[config.mk]
export PLATFORM = sky130hd
export DESIGN_NAME = floppy_controller_command_phase
export DESIGN_NICKNAME = d
export VERILOG_FILES = /design/src/fdc_cmd_pkg.sv /design/src/floppy_controller_command_phase.sv
export SDC_FILE = /design/constraint.sdc
export NUM_CORES = 1
export LEC_CHECK = 0
export CAP_MARGIN = 20
export CORE_MARGIN = 2
export CORE_UTILIZATION = 30
export DETAILED_ROUTE_END_ITERATION = 8
export DONT_BUFFER_PORTS = 1
export PLACE_DENSITY = 0.43
export SYNTH_ARGS = -nofsm -noshare
export SYNTH_HDL_FRONTEND = slang
export SYNTH_SLANG_ARGS = --single-unit
[constraint.sdc]
create_clock -name aclk -period 3.7 [get_ports aclk]
set_input_delay 0.555 -clock aclk [delete_from_list [all_inputs] [get_ports aclk]]
set_output_delay 0.555 -clock aclk [all_outputs]
set_load 0.05 [all_outputs]
[src/fdc_cmd_pkg.sv]
// ----------------------------------------------------------------------------
// fdc_cmd_pkg - shared types and constants of the floppy controller command phase
// phase encoding, bus access kinds, command opcodes, status bits, length table
// ----------------------------------------------------------------------------
package fdc_cmd_pkg;

    // controller phase
    typedef enum logic [1:0] {
        PHASE_IDLE    = 2'd0,
        PHASE_COMMAND = 2'd1,
        PHASE_RESULT  = 2'd2
    } phase_t;

    // bus access kind
    localparam logic [1:0] MODE_STATUS_RD = 2'd0;
    localparam logic [1:0] MODE_DATA_WR   = 2'd1;
    localparam logic [1:0] MODE_DATA_RD   = 2'd2;
    localparam logic [1:0] MODE_UNUSED    = 2'd3;

    // command opcodes (low nibble of the first byte)
    localparam logic [3:0] OP_SPECIFY     = 4'h3;
    localparam logic [3:0] OP_WRITE_DATA  = 4'h5;
    localparam logic [3:0] OP_READ_DATA   = 4'h6;
    localparam logic [3:0] OP_RECALIBRATE = 4'h7;
    localparam logic [3:0] OP_SENSE_INT   = 4'h8;
    localparam logic [3:0] OP_SEEK        = 4'hf;

    // status and result byte constants
    localparam logic [7:0] ST_READY       = 8'h80;
    localparam logic [7:0] ST_BUSY        = 8'h10;
    localparam logic [7:0] ST_DIO         = 8'h40;
    localparam logic [7:0] ST0_SEEK_END   = 8'h20;
    localparam logic [7:0] ST0_ABNORMAL   = 8'ha0;
    localparam logic [7:0] NO_CYLINDER    = 8'hff;
    localparam logic [7:0] INVALID_CMD    = 8'h80;

    localparam int DRIVE_COUNT = 4;

    // command length in bytes, by opcode
    function automatic logic [3:0] cmd_length(input logic [3:0] op);
        logic [3:0] len;
        unique case (op)
            4'h0: len = 4'd1;
            4'h1: len = 4'd9;
            4'h2: len = 4'd9;
            4'h3: len = 4'd3;
            4'h4: len = 4'd2;
            4'h5: len = 4'd9;
            4'h6: len = 4'd9;
            4'h7: len = 4'd2;
            4'h8: len = 4'd1;
            4'h9: len = 4'd9;
            4'ha: len = 4'd2;
            4'hb: len = 4'd1;
            4'hc: len = 4'd9;
            4'hd: len = 4'd9;
            4'he: len = 4'd1;
            4'hf: len = 4'd3;
            default: len = 4'd1;
        endcase
        return len;
    endfunction

endpackage

[src/floppy_controller_command_phase.sv]
// ----------------------------------------------------------------------------
// floppy_controller_command_phase - command/result phase of a floppy controller
// one bus access per input beat, one read byte per output beat; drive cylinders
// live in a small synchronous memory with valid bits
// ----------------------------------------------------------------------------
// output: the read byte is registered and appears on m_tdata in the cycle after its input beat
// throughput: one access per cycle while the receiver takes each beat; a held beat stalls input
// a sense interrupt fetches cylinder 0 from the memory through a registered read;
// the result byte it feeds is popped two beats later at the earliest, so no stall
// reset (aresetn low, synchronous): phase idle, counters zero, all cylinders
// read as zero through cleared valid bits, output channel empty
module floppy_controller_command_phase (
    input  logic        aclk,
    input  logic        aresetn,
    // access channel
    input  logic        s_tvalid,
    output logic        s_tready,
    input  logic [15:0] s_tdata,   // [1:0] mode, [9:2] write_byte, [15:10] zero
    // read byte channel
    output logic        m_tvalid,
    input  logic        m_tready,
    output logic [7:0]  m_tdata    // [7:0] read_byte
);

    // input fields
    logic [1:0] mode;
    logic [7:0] wr_byte;
    logic       accept;

    assign mode    = s_tdata[1:0];
    assign wr_byte = s_tdata[9:2];

    // control state
    fdc_cmd_pkg::phase_t phase_reg, phase_next;
    logic [3:0] bw_reg, bw_next;            // command bytes written so far
    logic [3:0] cmd_op_reg, cmd_op_next;    // opcode nibble of the first byte
    logic [1:0] cmd_drv_reg, cmd_drv_next;  // drive bits of the second byte
    logic [1:0] drive_reg, drive_next;      // selected drive
    logic [1:0] rlen_reg, rlen_next;        // result length
    logic [1:0] rpos_reg, rpos_next;        // result read position
    logic [7:0] reply0_reg, reply0_next;
    logic [7:0] reply1_reg, reply1_next;

    // cylinder memory, one entry per drive
    logic [7:0] cyl_mem [fdc_cmd_pkg::DRIVE_COUNT];
    logic [fdc_cmd_pkg::DRIVE_COUNT-1:0] cyl_valid_reg;
    logic       mem_we;
    logic [1:0] mem_waddr;
    logic [7:0] mem_wdata;
    logic       mem_re;
    logic [7:0] cyl_rd_reg;                 // registered read of cylinder 0
    logic       cyl_rd_ok_reg;              // entry had been written
    logic       sense_pend_reg, sense_pend_next;

    // output register
    logic       m_tvalid_reg;
    logic [7:0] m_tdata_reg;
    logic [7:0] rd_byte;

    // command decode helpers
    logic [3:0] op_cur;
    logic [3:0] bw_inc;
    logic       cmd_done;
    logic [1:0] drv_cur;
    logic [2:0] drv_ext;

    assign s_tready = !m_tvalid_reg || m_tready;
    assign accept   = s_tvalid && s_tready;
    assign m_tvalid = m_tvalid_reg;
    assign m_tdata  = m_tdata_reg;

    // the first byte's opcode is the incoming byte when nothing is stored yet
    assign op_cur   = (bw_reg == 4'd0) ? wr_byte[3:0] : cmd_op_reg;
    assign bw_inc   = bw_reg + 4'd1;
    assign cmd_done = fdc_cmd_pkg::cmd_length(op_cur) <= bw_inc;
    // drive comes from the second byte, which may be the incoming one
    assign drv_cur  = (bw_reg == 4'd1) ? wr_byte[1:0] : cmd_drv_reg;
    assign drv_ext  = {1'b0, drv_cur};

    always_comb begin
        phase_next      = phase_reg;
        bw_next         = bw_reg;
        cmd_op_next     = cmd_op_reg;
        cmd_drv_next    = cmd_drv_reg;
        drive_next      = drive_reg;
        rlen_next       = rlen_reg;
        rpos_next       = rpos_reg;
        reply0_next     = reply0_reg;
        // a pending cylinder fetch lands in the second result byte
        reply1_next     = sense_pend_reg ? (cyl_rd_ok_reg ? cyl_rd_reg : 8'h00)
                                         : reply1_reg;
        sense_pend_next = 1'b0;
        mem_we          = 1'b0;
        mem_waddr       = drv_cur;
        mem_wdata       = wr_byte;
        mem_re          = 1'b0;
        rd_byte         = 8'h00;

        if (accept) begin
            unique case (mode)
                fdc_cmd_pkg::MODE_STATUS_RD: begin
                    rd_byte = fdc_cmd_pkg::ST_READY;
                    if (bw_reg != 4'd0 || rpos_reg != 2'd0) begin
                        rd_byte = rd_byte | fdc_cmd_pkg::ST_BUSY;
                    end
                    if (phase_reg == fdc_cmd_pkg::PHASE_RESULT) begin
                        rd_byte = rd_byte | fdc_cmd_pkg::ST_DIO;
                    end
                end
                fdc_cmd_pkg::MODE_DATA_WR: begin
                    if (bw_reg == 4'd0) begin
                        cmd_op_next = wr_byte[3:0];
                    end
                    if (bw_reg == 4'd1) begin
                        cmd_drv_next = wr_byte[1:0];
                    end
                    if (!cmd_done) begin
                        bw_next    = bw_inc;
                        phase_next = fdc_cmd_pkg::PHASE_COMMAND;
                    end else begin
                        bw_next = 4'd0;
                        unique case (op_cur)
                            fdc_cmd_pkg::OP_SPECIFY: begin
                                phase_next = fdc_cmd_pkg::PHASE_IDLE;
                            end
                            fdc_cmd_pkg::OP_WRITE_DATA,
                            fdc_cmd_pkg::OP_READ_DATA: begin
                            end
                            fdc_cmd_pkg::OP_RECALIBRATE: begin
                                drive_next = drv_cur;
                                mem_we     = drv_ext < 3'(fdc_cmd_pkg::DRIVE_COUNT);
                                mem_wdata  = 8'h00;
                                phase_next = fdc_cmd_pkg::PHASE_IDLE;
                            end
                            fdc_cmd_pkg::OP_SEEK: begin
                                // the incoming byte is the new cylinder
                                drive_next = drv_cur;
                                mem_we     = drv_ext < 3'(fdc_cmd_pkg::DRIVE_COUNT);
                                mem_wdata  = wr_byte;
                                phase_next = fdc_cmd_pkg::PHASE_IDLE;
                            end
                            fdc_cmd_pkg::OP_SENSE_INT: begin
                                phase_next = fdc_cmd_pkg::PHASE_RESULT;
                                rlen_next  = 2'd2;
                                rpos_next  = 2'd0;
                                if (drive_reg == 2'd0) begin
                                    reply0_next     = fdc_cmd_pkg::ST0_SEEK_END;
                                    mem_re          = 1'b1;
                                    sense_pend_next = 1'b1;
                                end else begin
                                    reply0_next = fdc_cmd_pkg::ST0_ABNORMAL
                                                | {6'd0, drive_reg};
                                    reply1_next = fdc_cmd_pkg::NO_CYLINDER;
                                end
                            end
                            default: begin
                                phase_next  = fdc_cmd_pkg::PHASE_IDLE;
                                rlen_next   = 2'd0;
                                reply0_next = fdc_cmd_pkg::INVALID_CMD;
                            end
                        endcase
                    end
                end
                fdc_cmd_pkg::MODE_DATA_RD: begin
                    if (phase_reg != fdc_cmd_pkg::PHASE_RESULT) begin
                        rd_byte = fdc_cmd_pkg::ST_READY;
                    end else begin
                        if (rlen_reg > rpos_reg && !rpos_reg[1]) begin
                            rd_byte   = rpos_reg[0] ? reply1_reg : reply0_reg;
                            rpos_next = rpos_reg + 2'd1;
                        end
                        // result exhausted: back to idle
                        if (rlen_reg <= rpos_next) begin
                            phase_next = fdc_cmd_pkg::PHASE_IDLE;
                            rpos_next  = 2'd0;
                        end
                    end
                end
                default: begin
                end
            endcase
        end
    end

    // control registers
    always_ff @(posedge aclk) begin
        if (!aresetn) begin
            phase_reg      <= fdc_cmd_pkg::PHASE_IDLE;
            bw_reg         <= 4'd0;
            drive_reg      <= 2'd0;
            rlen_reg       <= 2'd0;
            rpos_reg       <= 2'd0;
            sense_pend_reg <= 1'b0;
            cyl_valid_reg  <= '0;
            m_tvalid_reg   <= 1'b0;
        end else begin
            phase_reg      <= phase_next;
            bw_reg         <= bw_next;
            drive_reg      <= drive_next;
            rlen_reg       <= rlen_next;
            rpos_reg       <= rpos_next;
            sense_pend_reg <= sense_pend_next;
            if (mem_we) begin
                cyl_valid_reg[mem_waddr] <= 1'b1;
            end
            if (accept) begin
                m_tvalid_reg <= 1'b1;
            end else if (m_tready) begin
                m_tvalid_reg <= 1'b0;
            end
        end
    end

    // payload registers
    always_ff @(posedge aclk) begin
        cmd_op_reg  <= cmd_op_next;
        cmd_drv_reg <= cmd_drv_next;
        reply0_reg  <= reply0_next;
        reply1_reg  <= reply1_next;
        if (accept) begin
            m_tdata_reg <= rd_byte;
        end
    end

    // cylinder memory: one write port, registered read of drive 0
    always_ff @(posedge aclk) begin
        if (mem_we) begin
            cyl_mem[mem_waddr] <= mem_wdata;
        end
        if (mem_re) begin
            cyl_rd_reg    <= cyl_mem[0];
            cyl_rd_ok_reg <= cyl_valid_reg[0];
        end
    end

endmodule

## Yosys cells after proc, flatten, opt, wreduce, memory -nomap -nowiden

Memories as Yosys holds them, arrays and structs flattened. A register that Yosys moved wholly into a read port is not among the register bits.
Index checks and enable logic that the tools add are counted.

| storage, ports and cells | value |
|---|---|
| register bits after elaboration | 49 |
| memory bits (writable) | 32 |
| memory bits (read-only) | 48 |
| input bits | 20 |
| output and inout port bits | 10 |
| word-level logic and storage cells | 116 |
| memories | 2 |

Memory list:

| memory | words | width | read ports | clocked after Yosys merged registers in | write ports | line | text |
|---|---|---|---|---|---|---|---|
| (no name shown) | 16 | 3 | 1 | 0 | 0 | fdc_cmd_pkg.sv:42 | `unique case (op)` |
| cyl_mem | 4 | 8 | 1 | 1 | 1 | floppy_controller_command_phase.sv:45 | `logic [7:0] cyl_mem [fdc_cmd_pkg::DRIVE_COUNT];` |

| operators by class | value |
|---|---|
| add/sub/neg operators | 2 |
| magnitude comparators | 6 |
| equality and inequality tests | 16 |
| mux-type cells | 52 |
| bitwise operators | 2 |
| reduce and logical (&&, ||, !) cells | 22 |

Operators with widths:

| cell | count |
|---|---|
| $mux 8 | 15 |
| $pmux 8 s2 | 2 |
| $mux 2 | 12 |
| $pmux 2 s2 | 4 |
| $mux 1 | 14 |
| $eq 4x3->1 const B | 3 |
| $ne 2x2->1 const B | 5 |
| $reduce_and 5->1 | 2 |
| $eq 4x4->1 const B | 2 |
| $mux 4 | 2 |
| $reduce_and 4->1 | 2 |
| $mux 7 | 1 |
| $lt 2x3->1 const B | 2 |
| $reduce_bool 2->1 | 3 |
| $mux 5 | 1 |
| $reduce_or 5->1 | 1 |
| $add 4x1->4 const B | 1 |
| $eq 2x2->1 const B | 2 |
| $eq 4x1->1 const B | 1 |
| $eq 4x2->1 const B | 1 |
| $le 4x4->1 | 1 |
| $logic_not 2->1 | 2 |
| $logic_not 4->1 | 1 |
| $or 4x4->4 | 1 |
| other kinds (14) | 19 |

## Longest topological paths before layout

Gate-level depths: netlist of run 1.

| logic depth | value |
|---|---|
| word-level depth | 10 |
| mapped depth | 16 |
| depth with buffers taken out | 14 |

## Least setup slack after synthesis of run 1

No wires, ideal clock.

| path | value |
|---|---|
| path type | register to register |
| from | register bw_reg[0] |
| to | memory cyl_mem[0][0] (enable) |
| setup time | 0.386 ns |
| arrival | 3.308 ns |
| data required time | 3.314 ns |
| setup slack | 0.006 ns |
| cell stages (with the launch flop) | 15 |
| buffers on the path | 1 |
| period minus slack after synthesis | 3.694 ns |
| cells stage by stage | dfxtp_1 > inv_1 > ha_1 > nor3b_1 > buf_4 > mux2_2 > ha_1 > mux2_2 > nand2_1 > o21ai_0 > ha_1 > and3_1 > a22o_1 > o2111ai_1 > nor3_1 |

| on the way | value |
|---|---|
| cells in the longest elaborated chain, start to end | 10 |
| elaborated cells between the ends (all ways) | 17 |
| classes of those cells | add/sub (1); order compare (2); eq/ne (3); mux (8); reduce/logical (2); memory (1) |

Ends and longest elaborated chain:

| element | line | text |
|---|---|---|
| start: declaration | floppy_controller_command_phase.sv:35 | `logic [3:0] bw_reg, bw_next;` |
| start signal: assignment | floppy_controller_command_phase.sv:198 | `bw_reg <= bw_next;` |
| $logic_not 4->1 (*) | floppy_controller_command_phase.sv:73 | `assign op_cur = (bw_reg == 4'd0) ? wr_byte[3:0] : cmd_op_reg;` |
| $mux 4 (*) | - |  |
| via op_cur[0] | floppy_controller_command_phase.sv:61 | `logic [3:0] op_cur;` |
| branches (longest 3 deep; another with $le 4x4->1) | - |  |
| $mux 1 (*) | floppy_controller_command_phase.sv:117 | `if (!cmd_done) begin` |
| $mux 1 (*) | floppy_controller_command_phase.sv:100 | `unique case (mode)` |
| $mux 1 (*) | floppy_controller_command_phase.sv:99 | `if (accept) begin` |
| $mux 1 (*) | floppy_controller_command_phase.sv:227 | `if (mem_we) begin` |
| $mux 1 (implied by the code) (*) | floppy_controller_command_phase.sv:228 | `cyl_mem[mem_waddr] <= mem_wdata;` |
| end: declaration | floppy_controller_command_phase.sv:45 |  |

Mark *: on every way through the listed nets, which the timed path passes.

## Worst setup path in the final report of run 1

| path | value |
|---|---|
| from | register bw_reg[0] |
| to | memory cyl_mem[0][3] (data pin) |

| on the way | value |
|---|---|
| cells in the longest elaborated chain, start to end | 7 |
| elaborated cells between the ends (all ways) | 10 |
| classes of those cells | add/sub (1); order compare (1); eq/ne (1); mux (5); reduce/logical (1); memory (1) |

Ends and longest elaborated chain:

| element | line | text |
|---|---|---|
| $logic_not 4->1 (*) | floppy_controller_command_phase.sv:73 |  |
| $mux 4 (*) | - |  |
| via op_cur[0] | floppy_controller_command_phase.sv:61 |  |
| $mem_v2 16x3 / $eq 4x3->1 (equally long branches) | - |  |
| $le 4x4->1 / $mux 8 (equally long branches) | floppy_controller_command_phase.sv:75, floppy_controller_command_phase.sv:122 |  |
| $mux 8 (*) | floppy_controller_command_phase.sv:117 |  |
| $mux 8 (*) | floppy_controller_command_phase.sv:100 |  |
| $mux 8 (*) | floppy_controller_command_phase.sv:99 |  |
| via mem_wdata[3] | floppy_controller_command_phase.sv:49 | `logic [7:0] mem_wdata;` |

The timed path passes the listed nets; every way through them passes the cells marked *.

==> run summary, run 1 <==
TritonCTS clock tree: built
number of antenna diodes: 0
switching component of the power: 0.346 mW
hold-critical path depth: 1
Clock Skews: 0.0111 ns
sequential group share of total power: 50.5%
# IOs: 30
Hold Buf Count CTS: 0
GPL Wtd Cong: 0.793
count of buffer and inverter cells on the critical path: 3
worst vdd ir: 0.000168 V
Seq/Total Area, Yosys: 54.9%
remaining antenna violation count after routing: 0
total global routing overflow: 0
slew margin rel.: 64.4%
WP data required: 3.78 ns
number of CTS-inserted buffers: 9
Routed WL: 5.60 mm
total nets after synthesis: 288
Initial Util: 31.0%
critical path's top delay family: simple AND/OR/NAND/NOR gates
number of synthesized register bits: 57
unrepaired setup endpoints after global routing: false
Comb pwr share: 11.2%
die height: 99.1 um
fin crit share: 93.5%
detail-routed via count per cell: 4.70
Startpoint Class: flop
synth-to-layout area growth: 20.7%
final setup fails: 0
die width: 99.1 um
outcome: finished clean
Crit path arrival time: 3.53 ns
Post-synth EDFFs: 35
IO buf count: 0
switching part of the total: 24.1%
Max-Cap Viols: 0
Cell Int Power: 1.09 mW
fillers: 860
full die area: 0.00983 mm^2
worst-path cell chain: inv_1, ha_1, nor3b_2, buf_4, mux2_2, ha_1, mux2_2, nand2_1, o21ai_1, ha_1, and3_1, a22o_1, o2111ai_1, buf_4, or2_1, and2_1
Synth Flop Type: edfxtp_1
postcts setup bufs: 0
total power: 1.43 mW
Hold Crit Class: input port to flop
cells on worst reg2reg path: 16
Core ar.: 0.00876 mm^2
Worst Tran Pin Value: 0.527 ns
utilization after layout: 37.4%
gr usage total: 12.6%
Critical Path Slowest Stage Cell: mux2_2
CP Max Fanout: 8
drt first-iter violations: 89
Synth async-reset ratio: 0%
mean post-synth cell area: 10.7 um^2
placed cell area: 0.00308 mm^2
CTS Root Cell: clkbuf_8
fin nets: 327
DRC viols: 0
CTS Buffer Depth: 2
routed len/inst: 13.8 um
crit path kind: flop to flop
num rows: 34
Clk Latency, worst-skew pair: 0.33 ns
Reg clk slew, reported paths: 0.07 ns
stages on the worst setup path: 16
synthesis warning total: 0
synthesized instance count: 254
Leak: 1.20 nW
R2R setup slack: 0.24 ns
Crit. End Element: flop
Final Cell Area: 0.00328 mm^2
critical path launch point: bw_reg[0]
Final Worst Setup Slack: 0.242 ns
via count: 1,907
vias in the first global route: 1,910
Yosys cell types: 41
clock sink count: 57
Pwr Density: 438 mW/mm^2
Max H-tree Level: 3
CP peak stage delay: 0.34 ns
area occupied by multi-input gates: 0.00116 mm^2
first-pass GRT wire length: 9.50 mm
layout cells sized above 1: 20.1%
final hold viol count: 0
clock power share: 38.2%
pre-CTS WS: 0.0384 ns
largest net degree at the start of global routing: 17
initial antenna violation count: 0
cell area after synthesis: 0.00272 mm^2
Critical Path Most Common Cell: ha_1
DRT Pass-1 Iters: 4
reg2reg end: cyl_mem[0][3]
register area: 0.00149 mm^2
DP Wirelength: 4.29 mm
RR Startpoint: bw_reg[0]
minimum clock period: 3.46 ns
Max Freq: 0.289 GHz
Final Slew Violations: 0
Critical Path Sink: cyl_mem[0][3]
==> metrics by stage <==
| step | hold WS, ns | TNS [ns] | cells |
|---|---|---|---|
| detailed placement | 0.411 | 0 | 390 |
| finish | 0.341 | 0 | 406 |
| global placement | 0.407 | -1.75 | 389 |
| global route | 0.324 | 0 | 406 |
| CTS | 0.326 | 0 | 406 |
| floorplan | 0.400 | 0 | 254 |
==> synth_stat cells (2+ instances only) <==
cell        n  area share (%)
a21oi_1    11             2.0
a31oi_1     5             1.2
and2_1     12             2.8
and3_1      3            0.69
clkbuf_1    4            0.55
dfxtp_1    22              16
edfxtp_1   35              39
ha_1       14             6.5
inv_1      13             1.8
mux2_2      8             3.3
mux2i_1     9             3.3
nand2_1    43             5.9
nand2b_1    6             1.4
nand3_1     5            0.92
nand3b_1    3            0.83
nor2_1     13             1.8
nor3_1      3            0.55
nor3b_1     5             1.4
o2111ai_1   3            0.97
o21ai_0    15             2.8
or2_0       2            0.46
==> metal layers <==
metal | GRT usage, % | up-vias | wire, um
met4 | 4.11 | 0 | 60
li1 | - | 986 | -
met5 | 0 | - | 0
met1 | 15.6 | 883 | 2610
met3 | 4.71 | 6 | 234
met2 | 20.3 | 32 | 2690
==> layout make-up <==
type / instances / share of cell area, %
repair buffers: 34 / 7.79
well taps: 108 / 4.12
flip-flops and latches: 57 / 45.5
multi-input cells: 177 / 35.4
inverters: 14 / 1.60
clock inverters: 3 / 1.30
clock buffers: 13 / 4.24
==> worst min path at each step <==
| stage | from | endpoint | slack (ns) |
|---|---|---|---|
| global route | aresetn | phase_reg[0] | 0.32 |
| CTS | aresetn | phase_reg[0] | 0.33 |
| global placement | cyl_mem[0][3] | cyl_rd_reg[3] | 0.41 |
| detailed placement | cyl_mem[0][2] | cyl_rd_reg[2] | 0.41 |
| floorplan | cyl_mem[0][0] | cyl_rd_reg[0] | 0.40 |
| finish | aresetn | phase_reg[0] | 0.34 |
==> kinds of logic after synthesis <==
kind of cell | count (synthesis) | synth area share [%]
xor gates and xnor gates | 2 | 0.645
AOI/OAI and AO/OA | 44 | 10.3
DFF | 57 | 54.9
buffers and inverters | 20 | 2.90
adders and majority gates | 14 | 6.45
and+or+nand+nor | 100 | 18.2
muxes | 17 | 6.64
==> power by group through the flow <==
stage          Sequential [mW]  Clock [mW]  Combinational (mW)
2_1_floorplan            0.733           0              0.0936
3_3_place_gp             0.739           0               0.155
4_1_cts                  0.725       0.566               0.158
3_5_place_dp             0.739           0               0.157
5_1_grt                  0.728       0.593               0.182
6_report                 0.725       0.548               0.161
==> cells in the final DEF, fill, tap and decap left out, drive strengths merged, types with 2 or more instances in the layout <==
cell,n
or2,2
inv,13
buf,34
nand3,5
o21ai,15
a21oi,11
mux2i,9
nor2,13
clkbuf,13
o2111ai,3
nor3,3
nand2,43
and3,3
nand3b,3
ha,14
and2,12
dfxtp,22
nor3b,5
edfxtp,35
nand2b,6
a31oi,5
clkinv,2
mux2,8
==> what timing repair did <==
action / 4_1_cts / 5_1_grt
hold endpoints to repair: 0 / 0
gates resized for setup: 0 / 9
endpoints found under the setup margin: 0 / 43
(Power assumes the default switching activity.)
==> inputs of run 2 (changes only) <==
--- a/config.mk
+++ b/config.mk
@@ -5,12 +5,12 @@
 export SDC_FILE = /design/constraint.sdc
 export NUM_CORES = 1
 export LEC_CHECK = 0
+export BUFFER_PORTS_ARGS = -buffer_cell sky130_fd_sc_hd__buf_2
 export CAP_MARGIN = 20
 export CORE_MARGIN = 2
 export CORE_UTILIZATION = 30
 export DETAILED_ROUTE_END_ITERATION = 8
-export DONT_BUFFER_PORTS = 1
-export PLACE_DENSITY = 0.43
+export PLACE_DENSITY = 0.46
 export SYNTH_ARGS = -nofsm -noshare
 export SYNTH_HDL_FRONTEND = slang
 export SYNTH_SLANG_ARGS = --single-unit
==> run summary, run 2 (synthesized netlist as in run 1, its figures left out) <==
Pwr Density: 448 mW/mm^2
DRC viols: 0
GPL Wtd Cong: 0.786
cells on worst reg2reg path: 16
Crit path arrival time: 3.56 ns
placed cell area: 0.00316 mm^2
switching part of the total: 24.7%
Routed WL: 5.56 mm
Hold Crit Class: flop to flop
remaining antenna violation count after routing: 0
Critical Path Slowest Stage Cell: mux2_2
initial antenna violation count: 0
drt first-iter violations: 76
Hold WS: 0.420 ns
CTS Root Cell: clkbuf_8
Final Slew Violations: 0
stages on the worst setup path: 16
reg2reg end: cyl_mem[0][5]
layout cells sized above 1: 26.8%
outcome: finished clean
area occupied by multi-input gates: 0.00119 mm^2
sequential group share of total power: 46.1%
R2R setup slack: 0.23 ns
# IOs: 30
die width: 99.1 um
hold-critical path depth: 0
Final Cell Area: 0.00342 mm^2
fin crit share: 93.7%
worst vdd ir: 0.000170 V
Setup TNS: 0 ns
Critical Path Most Common Cell: ha_1
Comb pwr share: 12.4%
Final Worst Setup Slack: 0.232 ns
DP Wirelength: 4.19 mm
clock power share: 41.5%
routed len/inst: 13.1 um
Leak: 1.30 nW
leading cell type in the layout, fill and taps excluded: nand2_1
Initial Util: 31.0%
num rows: 34
Cell Int Power: 1.15 mW
number of antenna diodes: 0
WP data required: 3.79 ns
Clk Latency, worst-skew pair: 0.34 ns
via count: 1,964
largest net degree at the start of global routing: 17
RR Startpoint: bw_reg[0]
pre-CTS WS: -0.0585 ns
synth-to-layout area growth: 25.9%
utilization after layout: 39.0%
gr usage total: 12.4%
DRT Pass-1 Iters: 4
final setup fails: 0
Core ar.: 0.00876 mm^2
unrepaired setup endpoints after global routing: false
vias in the first global route: 1,913
CP Max Fanout: 8
Worst Tran Pin Value: 0.526 ns
number of CTS-inserted buffers: 9
worst-path cell chain: inv_1, ha_1, nor3b_2, buf_4, mux2_2, ha_1, mux2_2, nand2_1, o21ai_1, ha_1, and3_1, a22o_1, o2111ai_2, buf_4, or2_1, and2_1
TritonCTS clock tree: built
minimum clock period: 3.47 ns
full die area: 0.00983 mm^2
CTS Buffer Depth: 2
count of buffer and inverter cells on the critical path: 3
Clock Skews: 0.00901 ns
Max H-tree Level: 3
total global routing overflow: 0
register area: 0.00149 mm^2
Reg clk slew, reported paths: 0.07 ns
fillers: 872
clock sink count: 57
Crit. End Element: flop
final hold viol count: 0
Max Freq: 0.288 GHz
slew margin rel.: 64.5%
most frequent cells in the layout: nand2_1, edfxtp_1, buf_4
Hold EP: cyl_rd_reg[3]
Startpoint Class: flop
IO buf count: 23
Max-Cap Viols: 0
die height: 99.1 um
fin nets: 346
detail-routed via count per cell: 4.62
CP peak stage delay: 0.35 ns
critical path's top delay family: simple AND/OR/NAND/NOR gates
switching component of the power: 0.378 mW
Worst Min Path Start: cyl_mem[0][3]
crit path kind: flop to flop
first-pass GRT wire length: 9.44 mm
==> run 2: metal layers <==
layer	vias to the layer above	part of all wire (%)	track usage [%]
met5	-	0	0
li1	1023	-	-
met2	35	45	19.1
met3	8	4.4	4.29
met4	0	1.5	4.43
met1	898	49	16.3
==> run 2: worst max path at each step <==
| stage | to | slack [ns] | from |
|---|---|---|---|
| 3_3_place_gp | cyl_mem[0][6] | -0.24 | bw_reg[0] |
| 4_1_cts | cyl_mem[0][5] | 0.06 | bw_reg[0] |
| 2_1_floorplan | cyl_mem[0][0] | 0.006 | bw_reg[0] |
| 3_5_place_dp | phase_reg[1] | -0.06 | bw_reg[0] |
| 5_1_grt | phase_reg[1] | 0.009 | bw_reg[1] |
| 6_report | cyl_mem[0][5] | 0.23 | bw_reg[0] |
==> run 2: timing repair <==
| action | in CTS | in global routing |
|---|---|---|
| hold buffers | 0 | 0 |
| gates resized for setup | 4 | 8 |
| setup endpoints to repair | 14 | 40 |
| pin swaps | 0 | 4 |
| buffers inserted | 0 | 0 |
==> run 2: power by group through the flow <==
stage               Combinational, mW  Sequential (mW)  Clock [mW]
finish                          0.190            0.706       0.636
global route                    0.212            0.708       0.684
CTS                             0.183            0.707       0.655
detailed placement              0.181            0.721           0
global placement                0.180            0.720           0
floorplan                      0.0936            0.733           0
==> run 2: layout make-up <==
class | instances | share of cell area, %
flip-flops and latches | 57 | 43.6
multi-input cells | 177 | 34.7
repair buffers | 53 | 9.96
well taps | 108 | 3.95
clock buffers | 10 | 3.73
clock inverters | 6 | 2.45
inverters | 14 | 1.54
==> run 2: through the flow <==
stage / total power [mW] / instances
3_3_place_gp: 0.900 / 408
3_5_place_dp: 0.902 / 409
2_1_floorplan: 0.827 / 254
6_report: 1.53 / 425
5_1_grt: 1.60 / 425
4_1_cts: 1.55 / 425
